--- config.mk ---
export PLATFORM = sky130hd
export DESIGN_NAME = dmc_queue
export DESIGN_NICKNAME = d
export VERILOG_FILES = /design/src/sv/dmc_pkg.sv /design/src/sv/dmc_queue.sv
export VERILOG_INCLUDE_DIRS = /design/src /design/src/sv
export SDC_FILE = /design/constraint.sdc
export NUM_CORES = 1
export LEC_CHECK = 0
export BUFFER_PORTS_ARGS = -buffer_cell sky130_fd_sc_hd__buf_2
export CAP_MARGIN = 20
export CORE_UTILIZATION = 50
export DETAILED_ROUTE_END_ITERATION = 8
export PLACE_DENSITY = 0.8
export SYNTH_ARGS = -nofsm -noshare
export SYNTH_HDL_FRONTEND = slang
export SYNTH_SLANG_ARGS = --single-unit
--- constraint.sdc ---
create_clock -name i_clk -period 6.5 [get_ports i_clk]
set_input_delay 1.3 -clock i_clk [delete_from_list [all_inputs] [get_ports i_clk]]
set_output_delay 1.3 -clock i_clk [all_outputs]
set_load 0.03 [all_outputs]
--- src/sv/direct_mapped_cache_timing_model_unit_defines.svh ---
// ----------------------------------------------------------------------------
// Assertion macros for the direct-mapped cache timing model
// Same-cycle and next-cycle implication checks, disabled while reset is low.
// ----------------------------------------------------------------------------
`ifndef DIRECT_MAPPED_CACHE_TIMING_MODEL_UNIT_DEFINES_SVH
`define DIRECT_MAPPED_CACHE_TIMING_MODEL_UNIT_DEFINES_SVH

// antecedent implies consequent in the same cycle
`define DMC_ASSERT_IMPL(label, clk, rst_n, ante, cons, msg) \
    label: assert property (@(posedge clk) disable iff (!rst_n) (ante) |-> (cons)) \
        else $error(msg);

// antecedent implies consequent in the next cycle
`define DMC_ASSERT_NEXT(label, clk, rst_n, ante, cons, msg) \
    label: assert property (@(posedge clk) disable iff (!rst_n) (ante) |=> (cons)) \
        else $error(msg);

`endif

--- src/sv/dmc_pkg.sv ---
// ----------------------------------------------------------------------------
// dmc_pkg
// Shared types and constants of the direct-mapped cache timing model.
// ----------------------------------------------------------------------------
package dmc_pkg;

    localparam int MAX_LINES = 256;
    localparam int IDX_W     = $clog2(MAX_LINES);
    localparam int TAG_BITS  = 32;

    localparam logic [2:0] REG_BLOCK_BYTES  = 3'd0;
    localparam logic [2:0] REG_LINE_COUNT   = 3'd1;
    localparam logic [2:0] REG_BUS_WIDTH    = 3'd2;
    localparam logic [2:0] REG_MEM_READ     = 3'd3;
    localparam logic [2:0] REG_MEM_WRITE    = 3'd4;
    localparam logic [2:0] REG_CACHE_READ   = 3'd5;
    localparam logic [2:0] REG_CACHE_WRITE  = 3'd6;

    localparam logic CMD_READ  = 1'b0;
    localparam logic CMD_WRITE = 1'b1;

    localparam logic [1:0] OUT_HIT      = 2'd0;
    localparam logic [1:0] OUT_EMPTY    = 2'd1;
    localparam logic [1:0] OUT_MISMATCH = 2'd2;

    typedef struct packed {
        logic [16:0] block_bytes;
        logic [8:0]  line_count;
        logic [6:0]  bus_width;
        logic [9:0]  mem_read;
        logic [9:0]  mem_write;
        logic [9:0]  cache_read;
        logic [9:0]  cache_write;
    } t_cfg;

    typedef struct packed {
        logic                cmd;
        logic [TAG_BITS-1:0] blk;
        logic [IDX_W-1:0]    idx;
        logic [7:0]          transfers;
    } t_qent;

    typedef enum logic [1:0] {F_IDLE, F_DIV, F_MOD, F_PUSH} t_fstate;
    typedef enum logic [1:0] {B_IDLE, B_READ, B_CALC, B_DONE} t_bstate;

endpackage

--- src/sv/dmc_queue.sv ---
// ----------------------------------------------------------------------------
// dmc_queue
// Two-entry queue between the classifying front and the executing back.
// ----------------------------------------------------------------------------
`include "direct_mapped_cache_timing_model_unit_defines.svh"

module dmc_queue import dmc_pkg::*; (
    input  logic  i_clk,
    input  logic  i_rst_n,
    input  logic  i_push,
    input  t_qent i_data,
    output logic  o_full,
    input  logic  i_pop,
    output logic  o_empty,
    output t_qent o_data
);

    t_qent      r_mem [2];
    logic       r_wp, r_rp;
    logic [1:0] r_count;
    logic       do_push, do_pop;

    assign o_full  = (r_count == 2'd2);
    assign o_empty = (r_count == 2'd0);
    assign do_push = i_push && !o_full;
    assign do_pop  = i_pop && !o_empty;
    assign o_data  = r_mem[r_rp];

    always_ff @(posedge i_clk) begin
        if (!i_rst_n) begin
            r_wp    <= 1'b0;
            r_rp    <= 1'b0;
            r_count <= 2'd0;
        end else begin
            if (do_push) r_wp <= !r_wp;
            if (do_pop)  r_rp <= !r_rp;
            case ({do_push, do_pop})
                2'b10:   r_count <= r_count + 2'd1;
                2'b01:   r_count <= r_count - 2'd1;
                default: r_count <= r_count;
            endcase
        end
    end

    always_ff @(posedge i_clk) begin
        if (do_push) r_mem[r_wp] <= i_data;
    end

    `DMC_ASSERT_IMPL(a_count_max, i_clk, i_rst_n, 1'b1, r_count <= 2'd2, "queue overfilled")
    `DMC_ASSERT_NEXT(a_count_up, i_clk, i_rst_n, do_push && !do_pop, r_count == $past(r_count) + 2'd1, "push lost")
    `DMC_ASSERT_NEXT(a_count_dn, i_clk, i_rst_n, do_pop && !do_push, r_count == $past(r_count) - 2'd1, "pop lost")

endmodule

# Word-level counts from Yosys, hierarchy flattened
# Memories as Yosys holds them, arrays and structs flattened. A register that Yosys moved wholly into a read port is not among the register bits.
# Cells that the tools add are included.
[op_classes] eq_ne=3 mux=5 n_reduce_logical=8 add_sub_neg=2
[ops] operator="2-bit == test (second input constant)" count=2
[ops] operator="1-bit zero test" count=4
[ops] operator="1-bit two-way mux" count=4
[ops] operator="2-bit case mux with 2 select lines" count=1
[ops] operator="2-bit by 1-bit adder with 2-bit output (second input constant)" count=1
[ops] operator="2-bit by 1-bit == test with 1-bit output (second input constant)" count=1
[ops] operator="1-bit logical AND" count=2
[ops] operator="2-bit zero test" count=1
[ops] operator="2-bit nonzero test" count=1
[ops] operator="2-bit by 1-bit subtractor with 2-bit output (second input constant)" count=1
[totals] output_inout_bits=51 regBits=4 wordCells=22 ram_bits=98 n_memories=1 in_bits=53
[mem_list] name="r_mem" depth=2 width=49 read_ports=1 rd_clocked_by_memory_dff=1 write_ports=1 line_no="dmc_queue.sv:18" rtl="t_qent r_mem [2];"

# Depth between registers and ports, before layout
[depth] ltp_word=5 depth_mapped=6 ltp_nobuf=6

# Worst setup path before layout
# OpenSTA, ideal clock, no wires.
[synth_path] path_kind="input-to-reg" startpoint="in i_push" endpoint="mem r_mem[0][0] in the netlist's numbering, enable pin" stages=3 arrival_time_ps=2656 slack_ps=3440 n_path_buf=0 setup_ps=403 required_ps=6097 path_cell_list="inv_1 or3_1 inv_1"
[synth_via] elab_chain_len=3
[synth_lines] element="start, declared" line_no="dmc_queue.sv:10" rtl="input logic i_push,"
[synth_lines] element="1-bit logical AND" line_no="dmc_queue.sv:25" rtl="assign do_push = i_push && !o_full;"
[synth_lines] element="1-bit two-way mux" line_no="dmc_queue.sv:46" rtl="if (do_push) r_mem[r_wp] <= i_data;"
[synth_lines] element="1-bit two-way mux (implied by the code)" line_no="dmc_queue.sv:46"
[synth_lines] element="end, declared" line_no="dmc_queue.sv:18"
# Every way passes these cells.

==> run_results.csv <==
group,metric,value,unit
worst_hold_path,hp-class,"flip-flop to flip-flop",
floorplanning,ioPinCount,104,
power_and_ir_drop,switching_share,35.2,%
job,cap_viol_max_count,0,
layout,layout-drive-gt1-share,59.3,%
worst_setup_path,critPathSlowestCell,"dfxtp_2",
place,dpl.hpwl,3.86,mm
place,place_ws,3.43,ns
clock_network,cts_max_level,3,
layout,num_antenna_cells,0,
floorplanning,initial_core_util,51.8,%
clock_network,cts_tree,"yes",
grt,grt_util_all_layers,15.9,%
clock_network,hold_buffers,0,
run_status,status,"finished, final reports clean",
synth,synth.top_cell.area_share,78.3,%
drt,via_per_inst,4.98,
clock_network,max-clock-path-buffers,2,
worst_setup_path,start_kind,"flip-flop",
drt,drc,0,
grt,grt_overflow_total,0,
clock_network,cts_resized,0,
synth,synth_edf_count,98,
worst_setup_path,cp.arrival,1.81,ns
place,gp_congestion,0.654,
synth,yosys_warnings,0,
worst_setup_path,cp.required,5.20,ns
synth,synth_common_cells,"98 x edfxtp_1, 49 x mux2_2, 5 x dfxtp_1, 4 x buf_2, 3 x xnor2_1",
synth,synth_area_per_cell,21.1,sq um
timing,period_minus_slack,3.11,ns
worst_setup_path,cpPeakStageDelay,0.63,ns
clock_network,post-cts-setup-buffers,0,
power_and_ir_drop,comb_power_share,34.1,%
power_and_ir_drop,p_clk_share,19.1,%
worst_setup_path,worstReg2RegStart,"r_count[0]",
worst_setup_path,crit_type,"flip-flop to output pin",
timing,hold_viol_final,0,
worst_setup_path,crit_family,"flip-flops",
power_and_ir_drop,power_leakage,1.71,nW
layout,nets,344,
worst_setup_path,crit_buf_inv,2,
worst_setup_path,crit_path_cell_trace,"buf_12, mux2_2, buf_2",
timing,slew_violations,0,
synth,yosysTopAreaCell,"edfxtp_1",
clock_network,worstSkewPairLatency,0.36,ns
timing,fmax,0.321,GHz
floorplanning,row_count,31,
timing,rsz0062_at_grt,"no",
synth,syn_area,3760,sq um
power_and_ir_drop,peakVddDrop,0.000321,V
synth,async_reset_ff_share,0,%
synth,synthDistinctLibCells,19,
synth,synth.top_cells.by_area,"edfxtp_1 78%, mux2_2 15%, dfxtp_1 2.7%",
drt,vias,1961,
synth,yosys.cell_count.top_type,"edfxtp_1",
power_and_ir_drop,seqPwrFrac,46.7,%
synth,synth-seq-cells,103,
synth,synth-seq-area-share,81.0,%
drt,ant_nets,0,
power_and_ir_drop,internal_power,1.22,mW
power_and_ir_drop,totalPowerFinal,1.89,mW
timing,setup_ws,3.39,ns
drt,wl_per_cell,15.1,um
synth,syn_inst,178,
timing,maxSlewHeadroom,62.7,%
timing,tightestPinTransition,0.559,ns
power_and_ir_drop,power.density,409,nW/um^2
synth,synth_nets,232,
timing,setup_viol,0,
drt,drt_wl_total,5.96,mm
timing,fin_crit_sh,47.9,%
worst_setup_path,critPathMaxFanout,32,
timing,setup-tns-final,0,ns
place,io_buffers,103,
drt,dr.pass1.iters,4,
floorplanning,dieWidth,88.7,um
floorplanning,die_area,7870,sq um
drt,drt-initial-drc-count,90,
grt,grt_antenna_before_repair,0,
synth,synth_flop_cell,"edfxtp_1",
clock_network,clockRootBuffer,"clkbuf_8",
clock_network,cts_inserted_buffers,9,
clock_network,path_clk_slew,0.09,ns
grt,grt_max_degree,50,
timing,skew,0.00910,ns
clock_network,cts_num_sinks,103,
floorplanning,die-height,88.7,um
floorplanning,core,7250,sq um
worst_setup_path,crit_path_end_kind,"output pin",
grt,grt_pass1_wl,8.99,mm
worst_hold_path,min_from,"r_wp",
layout,syn_to_final_growth,22.8,%
grt,grt_pass1_vias,1903,
power_and_ir_drop,p_sw,664,uW
==> logic make-up (layout without fill, tap and decap cells) <==
group,count (synthesis),in the layout,synth area share [%]
AND/OR/NAND/NOR,9,9,1.43
XOR/XNOR,3,3,0.699
buffers and inverters,8,125,1.03
adder cells (fa/ha/maj),1,1,0.333
multiplexers,49,49,14.7
flip-flops,103,103,81.0
AO/OA/AOI/OAI,5,5,0.865
==> flip-flops by register name, summed over array words and instances (netlist names), named ones only <==
name     cells
r_mem       98
r_count      2
r_rp         1
r_wp         1
==> layer usage <==
metal	wire (um)	vias up	global-route usage, %
met5	0	-	0
met4	86	0	7.77
met2	3060	66	26.5
met1	2470	968	19.3
met3	332	9	4.29
li1	-	918	-
==> metrics by stage <==
stage | hold slack, ns | util, % | cell area, sq um | std cells
5_1_grt | 0.556 | 63.6 | 4610 | 394
2_1_floorplan | 0.457 | - | 3760 | 178
6_report | 0.506 | 63.6 | 4610 | 394
3_5_place_dp | 0.494 | 60.8 | 4410 | 377
3_3_place_gp | 0.466 | 60.3 | 4370 | 375
4_1_cts | 0.508 | 63.3 | 4590 | 393
==> tightest hold or removal path, delay by kind of cell, from the launching register on <==
| kind | cells | cell delay (ns) |
|---|---|---|
| flip-flops | 1 | 0.33 |
| AO/OA/AOI/OAI | 2 | 0.13 |
==> power by group through the flow <==
stage | Combinational, mW | Sequential (mW) | Clock (mW)
2_1_floorplan | 0.490 | 0.875 | 0
3_3_place_gp | 0.593 | 0.924 | 0
3_5_place_dp | 0.643 | 0.899 | 0
4_1_cts | 0.645 | 0.884 | 0.369
5_1_grt | 0.691 | 0.894 | 0.395
6_report | 0.644 | 0.881 | 0.360
==> layout by cell type, fill, tap and decap left out, drive strengths merged, types with 2 or more instances in the layout <==
cell type  synthesis  routed
edfxtp            98      98
nor2b              2       2
or3                2       2
clkinv             0       2
a21boi             2       2
dfxtp              5       5
mux2              49      49
o21ai              2       2
buf                5     106
xnor2              3       3
clkbuf             0       9
inv                3       5
clkinvlp           0       3
==> path summary, 6_finish.rpt <==
check | depth (start not counted) | end | slack [ns]
worst min register to register | 2 | r_wp | 0.51
worst max register to register | 5 | r_mem[0][32] | 4.57
worst min-delay path | 2 | r_wp | 0.51
worst max-delay path | 3 | o_data[39] | 3.39
==> layout make-up <==
class / count / area, sq um
fill: 556 / 2640
inverter: 3 / 11.3
timing repair buffer: 106 / 576
clock buffer: 9 / 124
multi-input combinational: 67 / 678
clock inverter: 7 / 57.6
sequential: 103 / 3040
tap: 99 / 124
No activity file was read; power rests on OpenSTA's default activity.
