--- src/sv/direct_mapped_cache_timing_model_unit_defines.svh ---
// ----------------------------------------------------------------------------
// Assertion macros for the direct-mapped cache timing model
// Same-cycle and next-cycle implication checks, disabled while reset is low.
// ----------------------------------------------------------------------------
`ifndef DIRECT_MAPPED_CACHE_TIMING_MODEL_UNIT_DEFINES_SVH
`define DIRECT_MAPPED_CACHE_TIMING_MODEL_UNIT_DEFINES_SVH

// antecedent implies consequent in the same cycle
`define DMC_ASSERT_IMPL(label, clk, rst_n, ante, cons, msg) \
    label: assert property (@(posedge clk) disable iff (!rst_n) (ante) |-> (cons)) \
        else $error(msg);

// antecedent implies consequent in the next cycle
`define DMC_ASSERT_NEXT(label, clk, rst_n, ante, cons, msg) \
    label: assert property (@(posedge clk) disable iff (!rst_n) (ante) |=> (cons)) \
        else $error(msg);

`endif

--- src/sv/dmc_pkg.sv ---
// ----------------------------------------------------------------------------
// dmc_pkg
// Shared types and constants of the direct-mapped cache timing model.
// ----------------------------------------------------------------------------
package dmc_pkg;

    localparam int MAX_LINES = 256;
    localparam int IDX_W     = $clog2(MAX_LINES);
    localparam int TAG_BITS  = 32;

    localparam logic [2:0] REG_BLOCK_BYTES  = 3'd0;
    localparam logic [2:0] REG_LINE_COUNT   = 3'd1;
    localparam logic [2:0] REG_BUS_WIDTH    = 3'd2;
    localparam logic [2:0] REG_MEM_READ     = 3'd3;
    localparam logic [2:0] REG_MEM_WRITE    = 3'd4;
    localparam logic [2:0] REG_CACHE_READ   = 3'd5;
    localparam logic [2:0] REG_CACHE_WRITE  = 3'd6;

    localparam logic CMD_READ  = 1'b0;
    localparam logic CMD_WRITE = 1'b1;

    localparam logic [1:0] OUT_HIT      = 2'd0;
    localparam logic [1:0] OUT_EMPTY    = 2'd1;
    localparam logic [1:0] OUT_MISMATCH = 2'd2;

    typedef struct packed {
        logic [16:0] block_bytes;
        logic [8:0]  line_count;
        logic [6:0]  bus_width;
        logic [9:0]  mem_read;
        logic [9:0]  mem_write;
        logic [9:0]  cache_read;
        logic [9:0]  cache_write;
    } t_cfg;

    typedef struct packed {
        logic                cmd;
        logic [TAG_BITS-1:0] blk;
        logic [IDX_W-1:0]    idx;
        logic [7:0]          transfers;
    } t_qent;

    typedef enum logic [1:0] {F_IDLE, F_DIV, F_MOD, F_PUSH} t_fstate;
    typedef enum logic [1:0] {B_IDLE, B_READ, B_CALC, B_DONE} t_bstate;

endpackage

--- src/sv/dmc_front.sv ---
// ----------------------------------------------------------------------------
// dmc_front
// Accepts requests and derives block number, line index and transfer count
// with bit-serial restoring dividers.
// ----------------------------------------------------------------------------
module dmc_front import dmc_pkg::*; (
    input  logic        i_clk,
    input  logic        i_rst_n,
    input  t_cfg        i_cfg,
    input  logic        i_push,
    input  logic        i_cmd,
    input  logic [31:0] i_address,
    input  logic [6:0]  i_byte_count,
    output logic        o_busy,
    input  logic        i_q_full,
    output logic        o_q_push,
    output t_qent       o_q_data
);

    t_fstate r_state, n_state;
    logic [4:0]  r_cnt;
    logic        r_cmd;
    logic [31:0] r_dvd, n_dvd;
    logic [16:0] r_rem, n_rem;
    logic [31:0] r_blk;
    logic [8:0]  r_mrem, n_mrem;
    logic [7:0]  r_tdvd, n_tdvd;
    logic [6:0]  r_trem, n_trem;

    logic [16:0] bsz;
    logic [8:0]  lines;
    logic [6:0]  width;
    logic [17:0] sh1;
    logic [9:0]  sh2;
    logic [7:0]  sht;

    assign bsz   = (i_cfg.block_bytes == 17'd0) ? 17'd1 : i_cfg.block_bytes;
    assign lines = (i_cfg.line_count == 9'd0) ? 9'd1 :
                   (i_cfg.line_count > 9'(MAX_LINES)) ? 9'(MAX_LINES) : i_cfg.line_count;
    assign width = (i_cfg.bus_width == 7'd0) ? 7'd1 : i_cfg.bus_width;

    // one quotient bit per cycle for each divider
    always_comb begin
        sh1    = {r_rem, r_dvd[31]};
        sh2    = {r_mrem, r_dvd[31]};
        sht    = {r_trem, r_tdvd[7]};
        n_dvd  = r_dvd;
        n_rem  = r_rem;
        n_mrem = r_mrem;
        n_tdvd = r_tdvd;
        n_trem = r_trem;
        if (r_state == F_DIV) begin
            if (sh1 >= {1'b0, bsz}) begin
                n_rem = 17'(sh1 - {1'b0, bsz});
                n_dvd = {r_dvd[30:0], 1'b1};
            end else begin
                n_rem = sh1[16:0];
                n_dvd = {r_dvd[30:0], 1'b0};
            end
            if (r_cnt < 5'd8) begin
                if (sht >= {1'b0, width}) begin
                    n_trem = 7'(sht - {1'b0, width});
                    n_tdvd = {r_tdvd[6:0], 1'b1};
                end else begin
                    n_trem = sht[6:0];
                    n_tdvd = {r_tdvd[6:0], 1'b0};
                end
            end
        end else if (r_state == F_MOD) begin
            n_dvd = {r_dvd[30:0], 1'b0};
            if (sh2 >= {1'b0, lines}) begin
                n_mrem = 9'(sh2 - {1'b0, lines});
            end else begin
                n_mrem = sh2[8:0];
            end
        end
    end

    always_comb begin
        n_state = r_state;
        unique case (r_state)
            F_IDLE: if (i_push) n_state = F_DIV;
            F_DIV:  if (r_cnt == 5'd31) n_state = F_MOD;
            F_MOD:  if (r_cnt == 5'd31) n_state = F_PUSH;
            F_PUSH: if (!i_q_full) n_state = F_IDLE;
            default: n_state = F_IDLE;
        endcase
    end

    always_comb begin
        o_busy   = 1'b1;
        o_q_push = 1'b0;
        unique case (r_state)
            F_IDLE:  o_busy = 1'b0;
            F_PUSH:  o_q_push = !i_q_full;
            default: o_busy = 1'b1;
        endcase
    end

    assign o_q_data.cmd       = r_cmd;
    assign o_q_data.blk       = r_blk;
    assign o_q_data.idx       = r_mrem[IDX_W-1:0];
    assign o_q_data.transfers = r_tdvd;

    always_ff @(posedge i_clk) begin
        if (!i_rst_n) begin
            r_state <= F_IDLE;
            r_cnt   <= 5'd0;
        end else begin
            r_state <= n_state;
            if (r_state == F_DIV || r_state == F_MOD) begin
                r_cnt <= r_cnt + 5'd1;
            end else begin
                r_cnt <= 5'd0;
            end
        end
    end

    always_ff @(posedge i_clk) begin
        if (r_state == F_IDLE && i_push) begin
            r_cmd  <= i_cmd;
            r_dvd  <= i_address;
            r_rem  <= 17'd0;
            r_mrem <= 9'd0;
            r_tdvd <= 8'({1'b0, i_byte_count} + {1'b0, width} - 8'd1);
            r_trem <= 7'd0;
        end else begin
            r_dvd  <= n_dvd;
            r_rem  <= n_rem;
            r_mrem <= n_mrem;
            r_tdvd <= n_tdvd;
            r_trem <= n_trem;
        end
        // hold the quotient as the block number before the modulo pass
        if (r_state == F_DIV && r_cnt == 5'd31) begin
            r_blk <= n_dvd;
        end
    end

endmodule

--- config.mk ---
export PLATFORM = sky130hd
export DESIGN_NAME = dmc_front
export DESIGN_NICKNAME = d
export VERILOG_FILES = /design/src/sv/direct_mapped_cache_timing_model_unit_defines.svh /design/src/sv/dmc_pkg.sv /design/src/sv/dmc_front.sv
export SDC_FILE = /design/constraint.sdc
export NUM_CORES = 1
export LEC_CHECK = 0
export ABC_CLOCK_PERIOD_IN_PS = 7750
export CAP_MARGIN = 10
export CORE_MARGIN = 10
export CORE_UTILIZATION = 40
export DETAILED_ROUTE_END_ITERATION = 8
export DONT_BUFFER_PORTS = 1
export GPL_ROUTABILITY_DRIVEN = 0
export HOLD_SLACK_MARGIN = 0.06
export SETUP_SLACK_MARGIN = 0.5
export SLEW_MARGIN = 25
export SYNTH_ARGS = -nofsm -noshare
export SYNTH_HDL_FRONTEND = slang
export SYNTH_SLANG_ARGS = --single-unit
export TNS_END_PERCENT = 5
--- constraint.sdc ---
create_clock -name i_clk -period 7.75 [get_ports i_clk]
set_input_delay 0.3875 -clock i_clk [delete_from_list [all_inputs] [get_ports i_clk]]
set_output_delay 0.3875 -clock i_clk [all_outputs]
set_load 0.01 [all_outputs]
### Yosys cells after proc, flatten, opt, wreduce, memory -nomap -nowiden

Cells that the tools add are included.

* $add $sub $neg: 6
* muxes and demuxes: 22
* reductions and logical operators: 15
* $lt $le $gt $ge: 5
* bitwise logic cells: 1
* equal/unequal tests: 8

Operators by type and width (number)
* 32-bit 2-to-1 mux: 3
* 17-bit 2-to-1 mux: 2
* 9-bit 2-to-1 mux: 3
* 8-bit 2-to-1 mux: 3
* 18-bit by 17-bit >= comparator with 1-bit output: 1
* 17-bit logical NOT: 1
* 17-bit subtractor: 1
* 7-bit 2-to-1 mux: 2
* 10-bit by 9-bit >= comparator with 1-bit output: 1
* 9-bit > comparator (second input constant): 1
* 9-bit logical NOT: 1
* 9-bit subtractor: 1
* 7-bit by 7-bit adder with 8-bit output: 1
* 8-bit by 7-bit >= comparator with 1-bit output: 1
* 2-bit 2-to-1 mux: 4
* 2-bit case mux with 4 select lines: 1
* 2-bit AND reduction: 4
* 8-bit by 1-bit subtractor with 8-bit output (second input constant): 1
* 7-bit logical NOT: 1
* 7-bit subtractor: 1
* 2-bit != test (second input constant): 3
* 5-bit by 1-bit adder with 5-bit output (second input constant): 1
* 5-bit equality test (second input constant): 1
* 5-bit by 4-bit < comparator with 1-bit output (second input constant): 1
* 11 further kinds: 17

* word-level logic and storage cells: 66
* input port bits: 117
* output and inout bits: 51
* bits in registers: 113

### Logic depth before layout (Yosys ltp)

* depth in word-level cells: 7
* mapped depth: 16
* depth with buffers taken out: 14

### Worst setup path after synthesis

Ideal clock, no wire load.

* kind: input to register
* start: in i_cfg[64] (netlist bit)
* end: reg r_rem[13]
* path slack: 4.700 ns
* setup time: 0.132 ns
* data arrival time: 2.918 ns
* buffers on the path: 2
* required time: 7.618 ns
* cell stages on the path: 15
* path through: nor4_1 -> nand2_1 -> nor4_1 -> a31o_2 -> ha_1 -> inv_1 -> fa_1 -> a21oi_2 -> o211ai_2 -> a31oi_1 -> o41a_1 -> buf_6 -> buf_2 -> mux2i_1 -> a21oi_1

* longest elaborated chain between the ends: 4
* elaborated cells on any way between the ends: 5
* classes of those cells: add/sub (1); order compare (1); mux (2); reduce/logical (1)

RTL lines
* start: declaration: line dmc_front.sv:9 `input t_cfg i_cfg,`
* 17-bit logical NOT: line dmc_front.sv:37 `assign bsz = (i_cfg.block_bytes == 17'd0) ? 17'd1 : i_cfg.block_bytes;`
* 17-bit 2-to-1 mux (*): line dmc_front.sv:37
* 17-bit subtractor or 18-bit by 17-bit >= comparator with 1-bit output (tied branches): line dmc_front.sv:54, dmc_front.sv:53
* 17-bit 2-to-1 mux (*): line dmc_front.sv:53 `if (sh1 >= {1'b0, bsz}) begin`
* end signal: assignment: line dmc_front.sv:129 `r_rem <= n_rem;`
* end: declaration: line dmc_front.sv:24 `logic [16:0] r_rem, n_rem;`

Mark *: on every way between the ends. The rest lies on a longest branch, timed or not.
A chain may end at the register's enable or synchronous reset.

### Final worst setup path

* start: in i_cfg[60] (netlist bit)
* end: reg r_blk[0], data pin

* longest elaborated chain between the ends: 5

RTL lines
* 17-bit logical NOT: line dmc_front.sv:37
* 17-bit 2-to-1 mux (*): line dmc_front.sv:37
* 18-bit by 17-bit >= comparator with 1-bit output (*): line dmc_front.sv:53
* 1-bit 2-to-1 mux (*): line dmc_front.sv:53
* 32-bit 2-to-1 mux (*): line dmc_front.sv:52 `if (r_state == F_DIV) begin`
* named net n_dvd[0]: line dmc_front.sv:23 `logic [31:0] r_dvd, n_dvd;`
* end signal: assignment: line dmc_front.sv:136 `r_blk <= n_dvd;`
* end: declaration: line dmc_front.sv:25 `logic [31:0] r_blk;`

Mark *: on every way through the listed nets, which the timed path passes. The rest lies on a longest branch.

==> run metrics <==
status finished clean; Psw 0.001257 W; Post-Syn Area per Cell 9.656 sq um; post-synthesis cell type count 61; Root Driver clkbuf_16; Yosys top cell by area dfxtp_1; Avg WL per Cell 17.21 um; share of cells above drive strength 1 15.89%; Port Buffer Count 0; Slew Limit Fails 0; # IOs 168; max cap viols 0; met2 Use GR 23.41%; Fin. Hold Viols 0; gr usage total 14.06%; peak supply drop 0.2027 mV; clock sinks 113; Mapped Area 6595 sq um; Post-synth top flop dfxtp_1; Most Crowded Layer GR met2; DR vias/cell 5.426; Initial Utilization 41.22%; CP Data Required Time 7.91 ns; Rel. slew slack 39.31%; Critical Path Source i_cfg[60]; final wirelength 15520 um; unrepaired setup endpoints after global routing no; Net Sw Frac 37.81%; class of the worst hold path in2reg; Pleak 3.066 nW; worst-path fanout max 28; CTS Buf Count 17; count leader, synth dfxtp_1; hpwl dp 11640 um; global-route wire length before repair 24940 um; register area share after synthesis 40.52%; number of setup buffers added after CTS 0; Mapped Cells 683; Reg2Reg Depth 10; floorplan core area 16000 sq um; worst slew pin tran 0.9082 ns; worst skew pair latency 0.41 ns; number of routed nets with antenna violations 0; Async SR Flop Fraction 0%; die width 148.4 um; Commonest cells post-synth dfxtp_1 (72), inv_1 (62), mux2_2 (62); Finished Layout Cells 902; Critical Path End r_blk[0]$_DFFE_PP_; fin nets 847; Power Density 451.5 nW/um^2; Die Y 148.4 um; Final Cell Area 7363 sq um; Rows 46; Flop pwr share 31.2%; CP startpoint kind primary input; fmax 0.3047 GHz; period utilization 42.35%; Die Area 22020 sq um; vias 4894; Pre-antenna DRT Iters 4; Reg2Reg Launch Point r_dvd[31]$_DFF_P_; Worst-path clk slew 0.06 ns; top cell type's share of synthesized area 21.86%; net count after synthesis 857; area growth from synthesis to layout 11.65%; vias in the first global route 4795; Hold WS 0.09332 ns; FILL cells 1541; Post-synth EDFFs 41; Worst Path Arrival 3.45 ns; CTS tree done; grt ovf 0; M3 GR Usage 5.977%; post-synthesis register bit count 113; Combinational Power Share 44.1%; Final Skew 0.007155 ns; Tmin final 3.282 ns; Clock Path Buffers 2; Post-CTS Resized 0; critical path type in2reg; largest net degree at the start of global routing 70; initial antenna violation count 0; setup_tns 0 ns; cell-internal power 0.002067 W; dpl cell area 6733 sq um; reg2reg setup slack 4.63 ns; CP Capture Type flip-flop; Final setup viols 0; largest cells by area after synthesis dfxtp_1 (22%), edfxtp_1 (19%), mux2_2 (11%); share of power burned in the clock network 24.7%; number of H-tree levels 4; Worst R2R End r_rem[16]$_SDFFE_PP0P_; hold path depth 2; grt met1 use 15.77%; Synth Warn # 0; placed cell count 869; # DRC 0; Iteration-0 DRC Markers 238; n_diodes 0
[critical path: stages]
cell	delay [ns]
nor4_1	0.33
nand2_1	0.14
nor4_1	0.20
a31o_2	0.21
ha_1	0.15
inv_1	0.05
fa_1	0.42
a21oi_2	0.24
o211ai_2	0.15
a31oi_1	0.29
o41a_2	0.57
nand2b_1	0.24
nand2_1	0.06
[registers in the layout, summed over array words and instances, names as in the netlist]
signal / flops
r_trem: 7
r_mrem: 9
r_cnt: 5
r_rem: 17
r_cmd: 1
r_state: 2
r_dvd: 32
r_blk: 32
r_tdvd: 8
[worst min-delay path by stage]
stage / start / end / slack [ns]
6_report: i_rst_n / r_state[0]$_SDFFE_PN0P_ / 0.09
3_5_place_dp: r_cnt[0]$_SDFF_PN0_ / r_cnt[0]$_SDFF_PN0_ / 0.45
3_3_place_gp: r_cnt[0]$_SDFF_PN0_ / r_cnt[0]$_SDFF_PN0_ / 0.43
4_1_cts: i_rst_n / r_state[0]$_SDFFE_PN0P_ / 0.07
5_1_grt: i_rst_n / r_state[0]$_SDFFE_PN0P_ / 0.07
2_1_floorplan: r_cnt[0]$_SDFF_PN0_ / r_cnt[0]$_SDFF_PN0_ / 0.42
[cell families (layout without fill, tap and decap cells)]
family                     count (synthesis)  count (layout)  synth area share, %
adders and majority gates                 57              57                11.27
xor gates and xnor gates                  26              26                3.453
buffers and inverters                     96              99                6.109
DFF                                      113             113                40.52
muxes                                     69              69                11.65
AOI/OAI and AO/OA                        161             161                15.46
and+or+nand+nor                          161             161                11.53
[cell type report]
type,count,area [sq um],area share [%]
Inverter,63,236.5,3.212
Timing Repair Buffer,4,32.53,0.4418
Clock inverter,15,195.2,2.651
Multi-Input combinational cell,474,3531,47.95
Sequential cell,113,2673,36.30
Tap cell,216,270.3,3.670
Clock buffer,17,425.4,5.777
[power by group through the flow]
stage | Clock [W] | Combinational, W | Sequential [W]
2_1_floorplan | 0 | 0.00126 | 0.000982
3_3_place_gp | 0 | 0.00142 | 0.00104
3_5_place_dp | 0 | 0.00146 | 0.00105
4_1_cts | 0.000845 | 0.00148 | 0.00104
5_1_grt | 0.000868 | 0.00166 | 0.00107
6_report | 0.000821 | 0.00147 | 0.00104
[per-stage QoR]
step | utilization (%) | worst slack [ns] | power (W)
finish | 46.02 | 4.468 | 0.003324
global route | 46.02 | 4.212 | 0.003590
CTS | 46.02 | 4.497 | 0.003361
detailed placement | 42.08 | 4.059 | 0.002511
global placement | 42.07 | 3.627 | 0.002460
floorplan | - | 4.700 | 0.002243
[layer usage]
| metal | up-vias | wire [um] |
|---|---|---|
| met4 | 0 | 236 |
| met1 | 2314 | 6685 |
| met5 | - | 0 |
| li1 | 2436 | - |
| met3 | 16 | 1183 |
| met2 | 128 | 7413 |
[what timing repair did]
action,CTS,global route
endpoints found under the hold margin,1,0
hold buffers,1,0
setup endpoints to repair,0,0
[cells in the final DEF (no fill, tap or decap), drive strengths merged, types with 5 or more instances in the layout]
master | synthesis | layout
ha | 53 | 53
nor4 | 6 | 6
o21ai | 43 | 43
clkbuf | 20 | 17
nand2 | 48 | 48
nor2b | 7 | 7
edfxtp | 41 | 41
a21o | 9 | 9
xnor2 | 16 | 16
a21oi | 52 | 52
nand3 | 13 | 13
nor2 | 45 | 45
nor3 | 10 | 10
nor3b | 5 | 5
mux2i | 7 | 7
o311ai | 7 | 7
a211oi | 8 | 8
nand4 | 6 | 6
nand2b | 7 | 7
mux2 | 62 | 62
inv | 62 | 71
xor2 | 10 | 10
dfxtp | 72 | 72
(Power assumes the default switching activity.)
